`config.mk`:
```
export PLATFORM = sky130hd
export DESIGN_NAME = framed_byte_stream_parser_unit
export DESIGN_NICKNAME = d
export VERILOG_FILES = /design/src/fbsp_pkg.sv /design/src/fbsp_payload_ram.sv /design/src/fbsp_frame_parser.sv /design/src/fbsp_frame_reader.sv /design/src/framed_byte_stream_parser_unit.sv
export SDC_FILE = /design/constraint.sdc
export NUM_CORES = 1
export LEC_CHECK = 0
export BUFFER_PORTS_ARGS = -buffer_cell sky130_fd_sc_hd__buf_2
export CAP_MARGIN = 10
export CORE_ASPECT_RATIO = 0.8
export CORE_MARGIN = 1
export CORE_UTILIZATION = 60
export DETAILED_ROUTE_END_ITERATION = 8
export GPL_TIMING_DRIVEN = 0
export PLACE_DENSITY = 0.81
export RECOVER_POWER = 25
export SETUP_SLACK_MARGIN = 0.02
export SYNTH_ARGS = -nofsm -noshare
export SYNTH_HDL_FRONTEND = slang
export SYNTH_SLANG_ARGS = --single-unit
```
`constraint.sdc`:
```
create_clock -name clock -period 4.7 [get_ports clock]
set_input_delay 0.47 -clock clock [delete_from_list [all_inputs] [get_ports clock]]
set_output_delay 0.47 -clock clock [all_outputs]
set_load 0.005 [all_outputs]
```
`src/fbsp_pkg.sv`:
```
package fbsp_pkg;

   localparam int MAX_PAYLOAD = 32;
   localparam int IDX_W       = 5;
   localparam int LEN_W       = 6;

   localparam logic [7:0] TYPE_SEAT = 8'h10;
   localparam logic [7:0] TYPE_PING = 8'h01;
   localparam logic [7:0] TYPE_PONG = 8'h02;

   localparam logic [1:0] CSR_FRAME_HEAD  = 2'd0;
   localparam logic [1:0] CSR_FRAME_TAIL  = 2'd1;
   localparam logic [1:0] CSR_OWN_ADDRESS = 2'd2;

   localparam logic [7:0]  HEAD_RESET = 8'd250;
   localparam logic [7:0]  TAIL_RESET = 8'd245;
   localparam logic [15:0] ADDR_RESET = 16'd0;

   typedef enum logic [2:0] {
      PH_HEAD    = 3'd0,
      PH_ADDR_LO = 3'd1,
      PH_ADDR_HI = 3'd2,
      PH_LEN     = 3'd3,
      PH_DATA    = 3'd4,
      PH_TAIL    = 3'd5,
      PH_RAW     = 3'd6
   } phase_type;

   typedef enum logic [1:0] {
      KIND_PAYLOAD  = 2'd0,
      KIND_LEN_ERR  = 2'd1,
      KIND_TAIL_ERR = 2'd2
   } kind_type;

   // one delivery or error job handed from parser to reader
   typedef struct packed {
      logic             start;
      kind_type         kind;
      logic [15:0]      addr;
      logic [LEN_W-1:0] len;
      logic             mism;
      logic             ping;
      logic [7:0]       seq;
   } job_type;

   typedef struct packed {
      kind_type         kind;
      logic [15:0]      frame_addr;
      logic [LEN_W-1:0] frame_len;
      logic [IDX_W-1:0] byte_index;
      logic [7:0]       payload_byte;
      logic             last;
      logic             addr_differs;
      logic             pong_request;
      logic [7:0]       pong_seq;
   } result_type;

endpackage

```
`src/fbsp_payload_ram.sv`:
```
module fbsp_payload_ram (
   input  logic                      clock,
   input  logic                      wr_en,
   input  logic [fbsp_pkg::IDX_W-1:0] wr_addr,
   input  logic [7:0]                wr_data,
   input  logic                      rd_en,
   input  logic [fbsp_pkg::IDX_W-1:0] rd_addr,
   output logic [7:0]                rd_data
);

   logic [7:0] mem [fbsp_pkg::MAX_PAYLOAD];
   logic [7:0] rd_data_ff;

   always_ff @(posedge clock) begin
      if (wr_en) begin
         mem[wr_addr] <= wr_data;
      end
   end

   always_ff @(posedge clock) begin
      if (rd_en) begin
         rd_data_ff <= mem[rd_addr];
      end
   end

   assign rd_data = rd_data_ff;

endmodule

```
`src/fbsp_frame_parser.sv`:
```
module fbsp_frame_parser (
   input  logic                       clock,
   input  logic                       reset,
   input  logic                       accept,
   input  logic [7:0]                 rx_byte,
   input  logic [7:0]                 frame_head,
   input  logic [7:0]                 frame_tail,
   input  logic [15:0]                own_address,
   output logic                       wr_en,
   output logic [fbsp_pkg::IDX_W-1:0] wr_addr,
   output logic [7:0]                 wr_data,
   output fbsp_pkg::job_type          job
);

   fbsp_pkg::phase_type phase_ff, phase_in;
   logic [15:0]                addr_ff, addr_in;
   logic [fbsp_pkg::LEN_W-1:0] len_ff, len_in;
   logic [fbsp_pkg::LEN_W-1:0] fill_ff, fill_in;
   logic [fbsp_pkg::LEN_W-1:0] fill_nxt;
   logic [7:0]                 byte0_ff, byte1_ff;
   logic [7:0]                 byte0_fwd, byte1_fwd;
   logic                       store;
   logic                       is_type;

   assign fill_nxt = fill_ff + fbsp_pkg::LEN_W'(1);
   assign is_type  = (rx_byte == fbsp_pkg::TYPE_PING) || (rx_byte == fbsp_pkg::TYPE_PONG)
                     || (rx_byte == fbsp_pkg::TYPE_SEAT);

   // the byte being written now may be entry 0 or 1 of a frame that closes on it
   assign byte0_fwd = (wr_en && wr_addr == '0) ? rx_byte : byte0_ff;
   assign byte1_fwd = (wr_en && wr_addr == fbsp_pkg::IDX_W'(1)) ? rx_byte : byte1_ff;

   always_comb begin
      phase_in = phase_ff;
      addr_in  = addr_ff;
      len_in   = len_ff;
      fill_in  = fill_ff;
      store    = 1'b0;
      wr_addr  = fill_ff[fbsp_pkg::IDX_W-1:0];
      wr_data  = rx_byte;
      job      = '0;
      job.kind = fbsp_pkg::KIND_PAYLOAD;
      job.addr = addr_ff;
      job.len  = len_ff;
      job.mism = (addr_ff != own_address);
      job.ping = (len_ff >= fbsp_pkg::LEN_W'(2)) && (byte0_fwd == fbsp_pkg::TYPE_PING);
      job.seq  = byte1_fwd;
      if (accept) begin
         unique case (phase_ff)
            fbsp_pkg::PH_HEAD: begin
               priority if (rx_byte == frame_head) begin
                  phase_in = fbsp_pkg::PH_ADDR_LO;
                  addr_in  = '0;
                  len_in   = '0;
                  fill_in  = '0;
               end else if (is_type) begin
                  phase_in = fbsp_pkg::PH_RAW;
                  addr_in  = own_address;
                  len_in   = (rx_byte == fbsp_pkg::TYPE_SEAT) ? fbsp_pkg::LEN_W'(4)
                                                               : fbsp_pkg::LEN_W'(2);
                  store    = 1'b1;
                  wr_addr  = '0;
                  fill_in  = fbsp_pkg::LEN_W'(1);
               end else begin
                  phase_in = fbsp_pkg::PH_HEAD;
               end
            end
            fbsp_pkg::PH_ADDR_LO: begin
               addr_in  = {8'd0, rx_byte};
               phase_in = fbsp_pkg::PH_ADDR_HI;
            end
            fbsp_pkg::PH_ADDR_HI: begin
               addr_in  = {rx_byte, addr_ff[7:0]};
               phase_in = fbsp_pkg::PH_LEN;
            end
            fbsp_pkg::PH_LEN: begin
               fill_in = '0;
               len_in  = rx_byte[fbsp_pkg::LEN_W-1:0];
               if (rx_byte == 8'd0 || rx_byte > 8'(fbsp_pkg::MAX_PAYLOAD)) begin
                  job          = '0;
                  job.start    = 1'b1;
                  job.kind     = fbsp_pkg::KIND_LEN_ERR;
                  phase_in     = fbsp_pkg::PH_HEAD;
               end else begin
                  phase_in = fbsp_pkg::PH_DATA;
               end
            end
            fbsp_pkg::PH_DATA: begin
               store   = (fill_ff < fbsp_pkg::LEN_W'(fbsp_pkg::MAX_PAYLOAD));
               fill_in = fill_nxt;
               if (fill_nxt >= len_ff) begin
                  phase_in = fbsp_pkg::PH_TAIL;
               end
            end
            fbsp_pkg::PH_TAIL: begin
               if (rx_byte == frame_tail) begin
                  job.start = 1'b1;
               end else begin
                  job       = '0;
                  job.start = 1'b1;
                  job.kind  = fbsp_pkg::KIND_TAIL_ERR;
               end
               phase_in = fbsp_pkg::PH_HEAD;
            end
            fbsp_pkg::PH_RAW: begin
               store   = (fill_ff < fbsp_pkg::LEN_W'(fbsp_pkg::MAX_PAYLOAD));
               fill_in = fill_nxt;
               if (fill_nxt >= len_ff) begin
                  job.start = 1'b1;
                  phase_in  = fbsp_pkg::PH_HEAD;
               end
            end
            default: begin
               phase_in = fbsp_pkg::PH_HEAD;
            end
         endcase
      end
   end

   assign wr_en = store;

   always_ff @(posedge clock) begin
      if (reset) begin
         phase_ff <= fbsp_pkg::PH_HEAD;
         addr_ff  <= '0;
         len_ff   <= '0;
         fill_ff  <= '0;
      end else begin
         phase_ff <= phase_in;
         addr_ff  <= addr_in;
         len_ff   <= len_in;
         fill_ff  <= fill_in;
      end
   end

   // copies of the first two entries for the ping check and the echoed sequence
   always_ff @(posedge clock) begin
      byte0_ff <= byte0_fwd;
      byte1_ff <= byte1_fwd;
   end

endmodule

```
`src/fbsp_frame_reader.sv`:
```
module fbsp_frame_reader (
   input  logic                       clock,
   input  logic                       reset,
   input  fbsp_pkg::job_type          job,
   output logic                       busy,
   output logic                       rd_en,
   output logic [fbsp_pkg::IDX_W-1:0] rd_addr,
   input  logic [7:0]                 rd_data,
   output logic                       out_valid,
   input  logic                       out_ready,
   output fbsp_pkg::result_type       result
);

   fbsp_pkg::job_type          job_ff;
   logic                       active_ff, active_in;
   logic                       rd_pend_ff, rd_pend_in;
   logic [fbsp_pkg::IDX_W-1:0] idx_ff, idx_in;
   logic                       out_valid_ff, out_valid_in;
   fbsp_pkg::result_type       result_ff, result_in;
   logic                       issue;
   logic                       is_last;

   // one read in flight at a time; only issued when the output register frees up
   assign issue   = active_ff && !rd_pend_ff && (!out_valid_ff || out_ready);
   assign is_last = (job_ff.kind != fbsp_pkg::KIND_PAYLOAD)
                    || ({1'b0, idx_ff} + fbsp_pkg::LEN_W'(1) == job_ff.len);
   assign rd_en   = issue && (job_ff.kind == fbsp_pkg::KIND_PAYLOAD);
   assign rd_addr = idx_ff;

   always_comb begin
      active_in    = active_ff;
      rd_pend_in   = issue;
      idx_in       = idx_ff;
      result_in    = result_ff;
      out_valid_in = out_valid_ff && !out_ready;
      if (job.start && !active_ff) begin
         active_in = 1'b1;
         idx_in    = '0;
      end
      if (rd_pend_ff) begin
         out_valid_in = 1'b1;
         result_in    = '0;
         result_in.kind = job_ff.kind;
         result_in.last = is_last;
         if (job_ff.kind == fbsp_pkg::KIND_PAYLOAD) begin
            result_in.frame_addr    = job_ff.addr;
            result_in.frame_len     = job_ff.len;
            result_in.byte_index    = idx_ff;
            result_in.payload_byte  = rd_data;
            result_in.addr_differs  = job_ff.mism;
            result_in.pong_request  = is_last && job_ff.ping;
            result_in.pong_seq      = (is_last && job_ff.ping) ? job_ff.seq : 8'd0;
         end
         idx_in = idx_ff + fbsp_pkg::IDX_W'(1);
         if (is_last) begin
            active_in = 1'b0;
         end
      end
   end

   always_ff @(posedge clock) begin
      if (reset) begin
         active_ff    <= 1'b0;
         rd_pend_ff   <= 1'b0;
         out_valid_ff <= 1'b0;
      end else begin
         active_ff    <= active_in;
         rd_pend_ff   <= rd_pend_in;
         out_valid_ff <= out_valid_in;
      end
   end

   always_ff @(posedge clock) begin
      idx_ff    <= idx_in;
      result_ff <= result_in;
      if (job.start && !active_ff) begin
         job_ff <= job;
      end
   end

   assign busy      = active_ff;
   assign out_valid = out_valid_ff;
   assign result    = result_ff;

   a_pend_needs_active: assert property (@(posedge clock) disable iff (reset)
      rd_pend_ff |-> active_ff)
      else $error("read in flight with no active job");

   a_pend_out_free: assert property (@(posedge clock) disable iff (reset)
      rd_pend_ff |-> !out_valid_ff)
      else $error("read data returns into a full output register");

   a_pend_loads: assert property (@(posedge clock) disable iff (reset)
      rd_pend_ff |=> out_valid_ff)
      else $error("returned read data not loaded");

   a_job_when_idle: assert property (@(posedge clock) disable iff (reset)
      job.start |-> !active_ff)
      else $error("job started while reader busy");

endmodule

```
`src/framed_byte_stream_parser_unit.sv`:
```
// Parses a received byte stream into addressed frames (head, address low, address high,
// length, payload, tail) and raw frames (ping or pong type byte: 2 bytes, seat-status
// type byte: 4 bytes, own address implied). Header, length and payload bytes are taken
// one a cycle while no frame is being read out. A byte that closes a good frame starts
// delivery of its payload from the 32-entry payload RAM: each result beat goes through a
// RAM read, then the output register, and waits while rsp_ready is low, and no byte is
// accepted until the last read of the frame has returned. A length or tail error gives
// one beat. Configuration writes are accepted every cycle and are meant to be made while
// the block is idle.
module framed_byte_stream_parser_unit (
   input  logic        clock,
   input  logic        reset,
   input  logic        req_valid,
   output logic        req_ready,
   input  logic [7:0]  req_rx_byte,
   output logic        rsp_valid,
   input  logic        rsp_ready,
   output logic [1:0]  rsp_kind,
   output logic [15:0] rsp_frame_addr,
   output logic [5:0]  rsp_frame_len,
   output logic [4:0]  rsp_byte_index,
   output logic [7:0]  rsp_payload_byte,
   output logic        rsp_last,
   output logic        rsp_addr_differs,
   output logic        rsp_pong_request,
   output logic [7:0]  rsp_pong_seq,
   input  logic        csr_valid,
   output logic        csr_ready,
   input  logic [1:0]  csr_index,
   input  logic [15:0] csr_data
);

   logic [7:0]                 head_ff, tail_ff;
   logic [15:0]                own_addr_ff;
   logic                       accept;
   logic                       busy;
   logic                       wr_en, rd_en;
   logic [fbsp_pkg::IDX_W-1:0] wr_addr, rd_addr;
   logic [7:0]                 wr_data, rd_data;
   fbsp_pkg::job_type          job;
   fbsp_pkg::result_type       result;

   assign csr_ready = 1'b1;

   always_ff @(posedge clock) begin
      if (reset) begin
         head_ff     <= fbsp_pkg::HEAD_RESET;
         tail_ff     <= fbsp_pkg::TAIL_RESET;
         own_addr_ff <= fbsp_pkg::ADDR_RESET;
      end else if (csr_valid) begin
         unique case (csr_index)
            fbsp_pkg::CSR_FRAME_HEAD:  head_ff     <= csr_data[7:0];
            fbsp_pkg::CSR_FRAME_TAIL:  tail_ff     <= csr_data[7:0];
            fbsp_pkg::CSR_OWN_ADDRESS: own_addr_ff <= csr_data;
            default: ;
         endcase
      end
   end

   // payload RAM is never written while a frame is being read out
   assign req_ready = !busy;
   assign accept    = req_valid && !busy;

   fbsp_frame_parser u_parser (
      .clock       (clock),
      .reset       (reset),
      .accept      (accept),
      .rx_byte     (req_rx_byte),
      .frame_head  (head_ff),
      .frame_tail  (tail_ff),
      .own_address (own_addr_ff),
      .wr_en       (wr_en),
      .wr_addr     (wr_addr),
      .wr_data     (wr_data),
      .job         (job)
   );

   fbsp_payload_ram u_ram (
      .clock   (clock),
      .wr_en   (wr_en),
      .wr_addr (wr_addr),
      .wr_data (wr_data),
      .rd_en   (rd_en),
      .rd_addr (rd_addr),
      .rd_data (rd_data)
   );

   fbsp_frame_reader u_reader (
      .clock     (clock),
      .reset     (reset),
      .job       (job),
      .busy      (busy),
      .rd_en     (rd_en),
      .rd_addr   (rd_addr),
      .rd_data   (rd_data),
      .out_valid (rsp_valid),
      .out_ready (rsp_ready),
      .result    (result)
   );

   assign rsp_kind          = result.kind;
   assign rsp_frame_addr    = result.frame_addr;
   assign rsp_frame_len     = result.frame_len;
   assign rsp_byte_index    = result.byte_index;
   assign rsp_payload_byte  = result.payload_byte;
   assign rsp_last          = result.last;
   assign rsp_addr_differs  = result.addr_differs;
   assign rsp_pong_request  = result.pong_request;
   assign rsp_pong_seq      = result.pong_seq;

endmodule

```
==> summary.md, run 1 <==
| Metric | Value |
|---|---|
| Reg power frac | 0.520 |
| Core Box Area | 0.0286 mm2 |
| First-pass GRT wire length | between 60 and 70 mm |
| Final Setup Violations | 0 |
| Dpl hpwl | 26.5 mm |
| Hold_buf cts | 0 |
| Critical path, cell by cell | clkbuf_1 -> buf_2 -> xnor2_1 -> nand4_1 -> nor2_2 -> nor4_2 -> o21ai_1 -> nor2_1 |
| Logic pwr share | 0.097 |
| Yosys top cell area share | 0.599 |
| Final Hold Viols | 0 |
| CTS Root Buffer Type | clkbuf_16 |
| Vias | ~10,000 |
| Maximum VDD drop | 0.359 mV |
| Fmax | 0.242 GHz |
| P_sw | 1.95 mW |
| Clock share of power | 0.383 |
| Initial core utilization | 0.617 |
| Period Utilization, post-route | 0.880 |
| # H-tree levels | 2 |
| Failing checks | design-rule violations |
| Die ar. | 0.0300 mm2 |
| Reg2Reg Depth | 10 |
| Remaining DRCs | 11 |
| Die height | roughly 160 um |
| CP peak stage delay | 1.03 ns |
| Routed WL per cell | 25.2 um |
| Hold Path Depth | 3 |
| Clock skew | 0.0305 ns |
| Setup Fix Bufs, Post-CTS | 0 |
| Avg Inst Size Synth | 16.0 um2 |
| Synth Warn # | 0 |
| Seq cells post-synth | 433 |
| Nets@finish | 1,264 |
| Share of cells above drive strength 1 | 0.220 |
| TNS Setup | 0 ns |
| Initial antenna violation count | 3 |
| Most common cell in the netlist | edfxtp_1 |
| Synth area leaders | edfxtp_1, mux4_2, dfxtp_1 |
| Status | complete, but fails checks |
| Synth-to-Final Area Change | 12.5% |
| Clk buf depth | 3 |
| Sink Count | 433 |
| Die width | 194 um |
| Async set-reset flop share out of synthesis | 0 |
| Top cells by count, synth | edfxtp_1, dfxtp_1, mux4_2 |
| Area leader, netlist | edfxtp_1 |
| Maximum capacitance violations | 0 |
| GRT Overall Usage | 0.277 |
| Seq/Total Area, Yosys | 0.692 |
| Switching part of the total | 0.231 |
| CP startpoint kind | input port |
| Minimum clock period | 4.14 ns |
| Antenna Nets Post-Route | 0 |
| Mapped Cells | 1,101 |
| LEAKAGE | 6.70 nW |
| Post-synth EDFFs | 351 |
| CP endpoint kind | flip-flop |
| Yosys cell types | ~70 |
| Worst-path fanout max | 33 |
| Grt total ovfl | 0 |
| Worst-Margin Slew | 1.46 ns |
| Routed WL | 41.0 mm |
| Vias per Instance | between 6 and 7 |
| Worst-path clk slew | 0.06 ns |
| Pwr Density | about 430 mW/mm2 |
| Final hold slack | roughly 0.17 ns |
| Worst Hold Class | in2reg |
| Slew HR | 0.0249 |
| IO Port Bufs | ~80 |
| Int Pwr | 6.48 mW |
| Mapped cell area | 0.0176 mm2 |
| Initial DRC Count | 1,293 |
| Worst-Skew Late Latency | 0.55 ns |
| Synth Net Count | 1,140 |
| GP Congestion | 0.955 |
| Cell family with most CP delay | buffers and inverters |
| Largest net degree at the start of global routing | 39 |
| Finished Cell Area | 0.0198 mm2 |
| Worst path required time | 4.89 ns |
| Critical-path top delay cell | clkbuf_1 |
| Max Slew Vio Count | 0 |
| Number of cells on the critical path | 8 |
| CP Buf/Inv Count | 2 |
| Vias in the first global route | 10,021 |
| Primary FF master, synth | edfxtp_1 |
| Ant diodes | 0 |
| Placed cell area | 0.0185 mm2 |
| CTS tree | built |
| Unrepaired setup endpoints after global routing | false |
| CTS buffer count | 41 |
| Post-CTS Resized | 0 |
| Worst Path Arrival | 4.32 ns |
| Drt pass-1 iters | 7 |
| Ports | 82 |
| # rows | 55 |
| Critical path class | in2reg |
-- power groups by stage --
stage / clock network [mW] / logic, mW / registers [mW]
floorplan: 0 / 0.531 / 4.44
global placement: 0 / 0.756 / 4.46
detailed placement: 0 / 0.788 / 4.47
CTS: 3.24 / 0.797 / 4.39
global route: 3.38 / 0.868 / 4.40
finish: 3.23 / 0.816 / 4.39
-- final cells by class --
| type | count | area (um2) |
|---|---|---|
| multi-input cells | 590 | 5080 |
| repair buffers | 81 | 442 |
| plain buffers | 63 | 287 |
| clock inverters | 20 | 145 |
| clock buffers | 55 | 1150 |
| fillers | 1821 | 8750 |
| inverters | 15 | 56.3 |
| well taps | 370 | 463 |
| flip-flops and latches | 433 | 12200 |
-- worst paths after layout --
check	start	slack, ns	to
worst min-delay path	csr_data[11]	0.17	own_addr_ff[11]
worst max-delay path	req_rx_byte[6]	0.56	u_ram.mem[16][0]
worst min register to register	tail_ff[1]	0.47	tail_ff[1]
worst max register to register	u_parser.fill_ff[3]	1.38	u_reader.job_ff[28]
-- per-layer routing --
metal | vias up | global-route usage | wire length [um]
met3 | 71 | 0.0659 | 4130
met2 | 553 | 0.421 | 18700
li1 | 4462 | - | -
met1 | 5129 | 0.406 | 17300
met4 | 4 | 0.0728 | 826
met5 | - | 0 | 33
-- flip-flops by register name (all words and copies together), names as in the netlist --
| register | count |
|---|---|
| u_ram.mem | 256 |
| u_reader.result | 48 |
| u_reader.job_ff | 34 |
| own_addr_ff | 16 |
| u_parser.addr_ff | 16 |
| head_ff | 8 |
| tail_ff | 8 |
| u_parser.byte0_ff | 8 |
| u_parser.byte1_ff | 8 |
| u_ram.rd_data | 8 |
| u_parser.fill_ff | 6 |
| u_parser.len_ff | 6 |
| u_reader.rd_addr | 5 |
| u_parser.phase_ff | 3 |
| u_reader.busy | 1 |
| u_reader.out_valid | 1 |
| u_reader.rd_pend_ff | 1 |
-- cell usage in the layout (no fill, tap or decap), drive strengths merged, types with 8 or more instances in the layout --
cell    instances
nand3b         10
clkbuf         93
a211o           8
mux2           23
nor4           13
mux4           80
nand2          70
inv            16
nand3          11
nor3           24
and2           79
a21oi          32
nor2           74
xor2           22
nor2b           9
edfxtp        351
o21ai          11
dfxtp          82
ha              8
a221oi         17
xnor2          26
buf           106
clkinv         17
-- worst register-to-register path: cells and delay by family (launching register included) --
kind | cells | cell delay (ns)
buffers and inverters | 3 | 1.06
adders and majority gates | 1 | 0.30
AOI/OAI and AO/OA | 3 | 0.74
and+or+nand+nor | 2 | 0.45
DFF | 1 | 0.31
xor gates and xnor gates | 1 | 0.18
-- cell families after synthesis --
| family | after synthesis | share of synthesized area |
|---|---|---|
| DFF | 433 | 0.692 |
| and+or+nand+nor | 323 | 0.0954 |
| muxes | 107 | 0.121 |
| AOI/OAI and AO/OA | 103 | 0.0426 |
| buffers and inverters | 78 | 0.0195 |
| xor gates and xnor gates | 48 | 0.0239 |
| adders and majority gates | 8 | 0.00568 |
| other | 1 | 0.000213 |
-- per-stage QoR --
step / utilization / cells / setup slack [ns] / total power, mW
floorplan: - / 1101 / 1.89 / 4.97
global placement: 0.647 / 1550 / 0.638 / 5.22
detailed placement: 0.647 / 1551 / 0.526 / 5.25
CTS: 0.693 / 1626 / 0.996 / 8.42
global route: 0.694 / 1627 / 0.426 / 8.65
finish: 0.694 / 1627 / 0.562 / 8.43
Note: power is estimated with default switching activity, not from simulation.
==> run 2, diff against run 1 <==
==> constraint.sdc (replaced) <==
create_clock -name clock -period 4.7 [get_ports clock]
set_input_delay 0.235 -clock clock [delete_from_list [all_inputs] [get_ports clock]]
set_output_delay 0.235 -clock clock [all_outputs]
set_load 0.005 [all_outputs]
==> run 2 against run 1 <==
  * The run ends with design-rule violations, max-capacitance violations, max-slew violations left
  * Register-to-register slack got worse by 0.02 ns
  * Clock-buffer cell count unchanged
  * Clock power about the same
  * First-iteration DRC count decreased by 6.3%
  * Sequential share of layout area decreased by 0.49 points
  * Utilization increased by 0.55 points
  * Wire length increased by 0.89%
  * Combinational power increased by 2%
  * Non-clock buffer count increased by 16
  * Critical endpoint unchanged
  * Largest cell class unchanged
==> summary.md, run 2 (synthesized netlist as in run 1, its figures left out) <==
| Metric | Value |
|---|---|
| Status | complete, but fails checks |
| Failing checks | design-rule violations, max-capacitance violations, max-slew violations |
| Commonest cells after routing, fill and taps aside | edfxtp_1, buf_2, dfxtp_1 |
| Worst-Skew Late Latency | between 0.5 and 0.6 ns |
| Period Utilization, post-route | 0.850 |
| Final Hold Viols | 0 |
| CP Buf/Inv Count | 2 |
| Clk buf depth | 3 |
| Worst slack at placement | 0.761 ns |
| Slew HR | -0.0540 |
| Filler Cell Count | ~1,800 |
| Grt total ovfl | 0 |
| Share of cells above drive strength 1 | 0.216 |
| Fmax | ~0.25 GHz |
| Max Slew Vio Count | approximately 70 |
| Pwr Density | between 400 and 500 mW/mm2 |
| Cell family with most CP delay | buffers and inverters |
| Reg2Reg Depth | 10 |
| Sink Count | 433 |
| Routed WL per cell | 25.2 um |
| LEAKAGE | a little under 7 nW |
| Maximum VDD drop | around 0.36 mV |
| Vias per Instance | around 6.3 |
| GP Congestion | 0.955 |
| Worst-path clk slew | 0.06 ns |
| Final WS setup | 0.704 ns |
| Die width | 194 um |
| Drt pass-1 iters | 9 |
| # H-tree levels | 2 |
| Critical path class | in2reg |
| Vias in the first global route | 10,139 |
| Critical path, cell by cell | clkbuf_1 -> buf_2 -> xnor2_1 -> nand4_1 -> nor2_2 -> nor4_2 -> o21ai_1 -> nor2_1 |
| R2R Path End | u_reader.job_ff[28] |
| Antenna Nets Post-Route | 0 |
| Ports | 82 |
| Setup Fix Bufs, Post-CTS | 0 |
| Dpl hpwl | 26.5 mm |
| Placed Cells | 1,551 |
| Die height | 155 um |
| Biggest register | u_ram.mem |
| Worst path required time | 4.89 ns |
| Hold_buf cts | 16 |
| CP endpoint kind | flip-flop |
| Final Setup Violations | 0 |
| Synth-to-Final Area Change | 13.4% |
| Initial core utilization | 0.617 |
| Maximum capacitance violations | 2 |
| Ant diodes | 0 |
| Critical-path top delay cell | clkbuf_1 |
| Clock skew | 0.0273 ns |
| Initial antenna violation count | 3 |
| Post-route insts no fill | approximately 1,600 |
| Largest net degree at the start of global routing | 39 |
| Post-CTS Resized | 0 |
| Final Power | 8.45 mW |
| Minimum clock period | between 3 and 4 ns |
| Unrepaired setup endpoints after global routing | false |
| CTS Root Buffer Type | clkbuf_16 |
| Max FFs per register | about 260 |
| Core Box Area | 0.0286 mm2 |
| Worst Path Arrival | around 4.2 ns |
| Number of cells on the critical path | 8 |
| Worst-Margin Slew | roughly 1.6 ns |
| Initial DRC Count | approximately 1,200 |
| Worst Hold Class | in2reg |
| GRT Overall Usage | 0.279 |
| Critical Path Start | req_rx_byte[3] |
| Commonest non-fill, non-tap cell in the layout | edfxtp_1 |
| CP peak stage delay | 1.12 ns |
| Reg-to-Reg Start | u_parser.fill_ff[1] |
| First-pass GRT wire length | 61.5 mm |
| CP Capture Point | u_ram.mem[16][0] |
| Die ar. | between 0.03 and 0.04 mm2 |
| TNS Setup | 0 ns |
| # rows | 55 |
| CTS buffer count | 41 |
| Worst-path fanout max | 33 |
| CP startpoint kind | input port |
| Worst reg2reg setup slack | 1.36 ns |
| Routed WL | 41.3 mm |
| Remaining DRCs | 11 |
| CTS tree | built |
| IO Port Bufs | ~80 |
| Nets@finish | 1,280 |
| Vias | 10,324 |
==> run 2: cell count changes in the layout (fill, tap and decap cells not counted), sizes merged <==
cell,before,now
buf,106,104
dlygate4sd3,0,16
clkbuf,93,95
==> run 2: worst min-delay path by stage <==
stage | start | end | cells after the start
after floorplan | req_rx_byte[0] | u_ram.mem[0][0] | 0
after global placement | u_parser.byte0_ff[0] | u_parser.byte0_ff[0] | 2
after detailed placement | u_parser.byte1_ff[6] | u_parser.byte1_ff[6] | 1
after CTS | rsp_ready | u_reader.out_valid | 4
after global routing | rsp_ready | u_reader.out_valid | 4
final | rsp_ready | u_reader.out_valid | 4
==> run 2: power breakdown <==
| group | switching (mW) | internal [mW] |
|---|---|---|
| logic | 0.477 | 0.351 |
| clock network | 1.40 | 1.83 |
| registers | 0.0800 | 4.31 |
==> run 2: metrics by stage <==
step           hold WS, ns  cell area (um2)   util
3_5_place_dp         0.455            18500  0.647
2_1_floorplan        0.334            17600      -
3_3_place_gp         0.431            18500  0.647
5_1_grt             0.0647            20000  0.699
4_1_cts             0.0446            19900  0.698
6_report            0.0548            20000  0.699
==> run 2: routing by layer <==
layer	global-route usage	vias up	routed length, um
met4	0.0758	4	796
met3	0.0661	68	4140
met2	0.426	543	19000
met5	0	-	33
met1	0.408	5210	17300
li1	-	4499	-
==> run 2: worst min-delay path, cell delays in order <==
cell and delay, ns:
buf_2 0.09, inv_1 0.04, a21oi_1 0.10, nor2_1 0.09
==> run 2: cell type report <==
| class | count | area, um2 | area share |
|---|---|---|---|
| sequential | 433 | 12200 | 0.610 |
| clock inverter | 20 | 145 | 0.00727 |
| clock buffer | 55 | 1150 | 0.0577 |
| timing repair buffer | 97 | 599 | 0.0300 |
| tap | 370 | 463 | 0.0232 |
| buffer | 63 | 287 | 0.0143 |
| inverter | 15 | 56.3 | 0.00282 |
| multi-input combinational | 590 | 5080 | 0.255 |
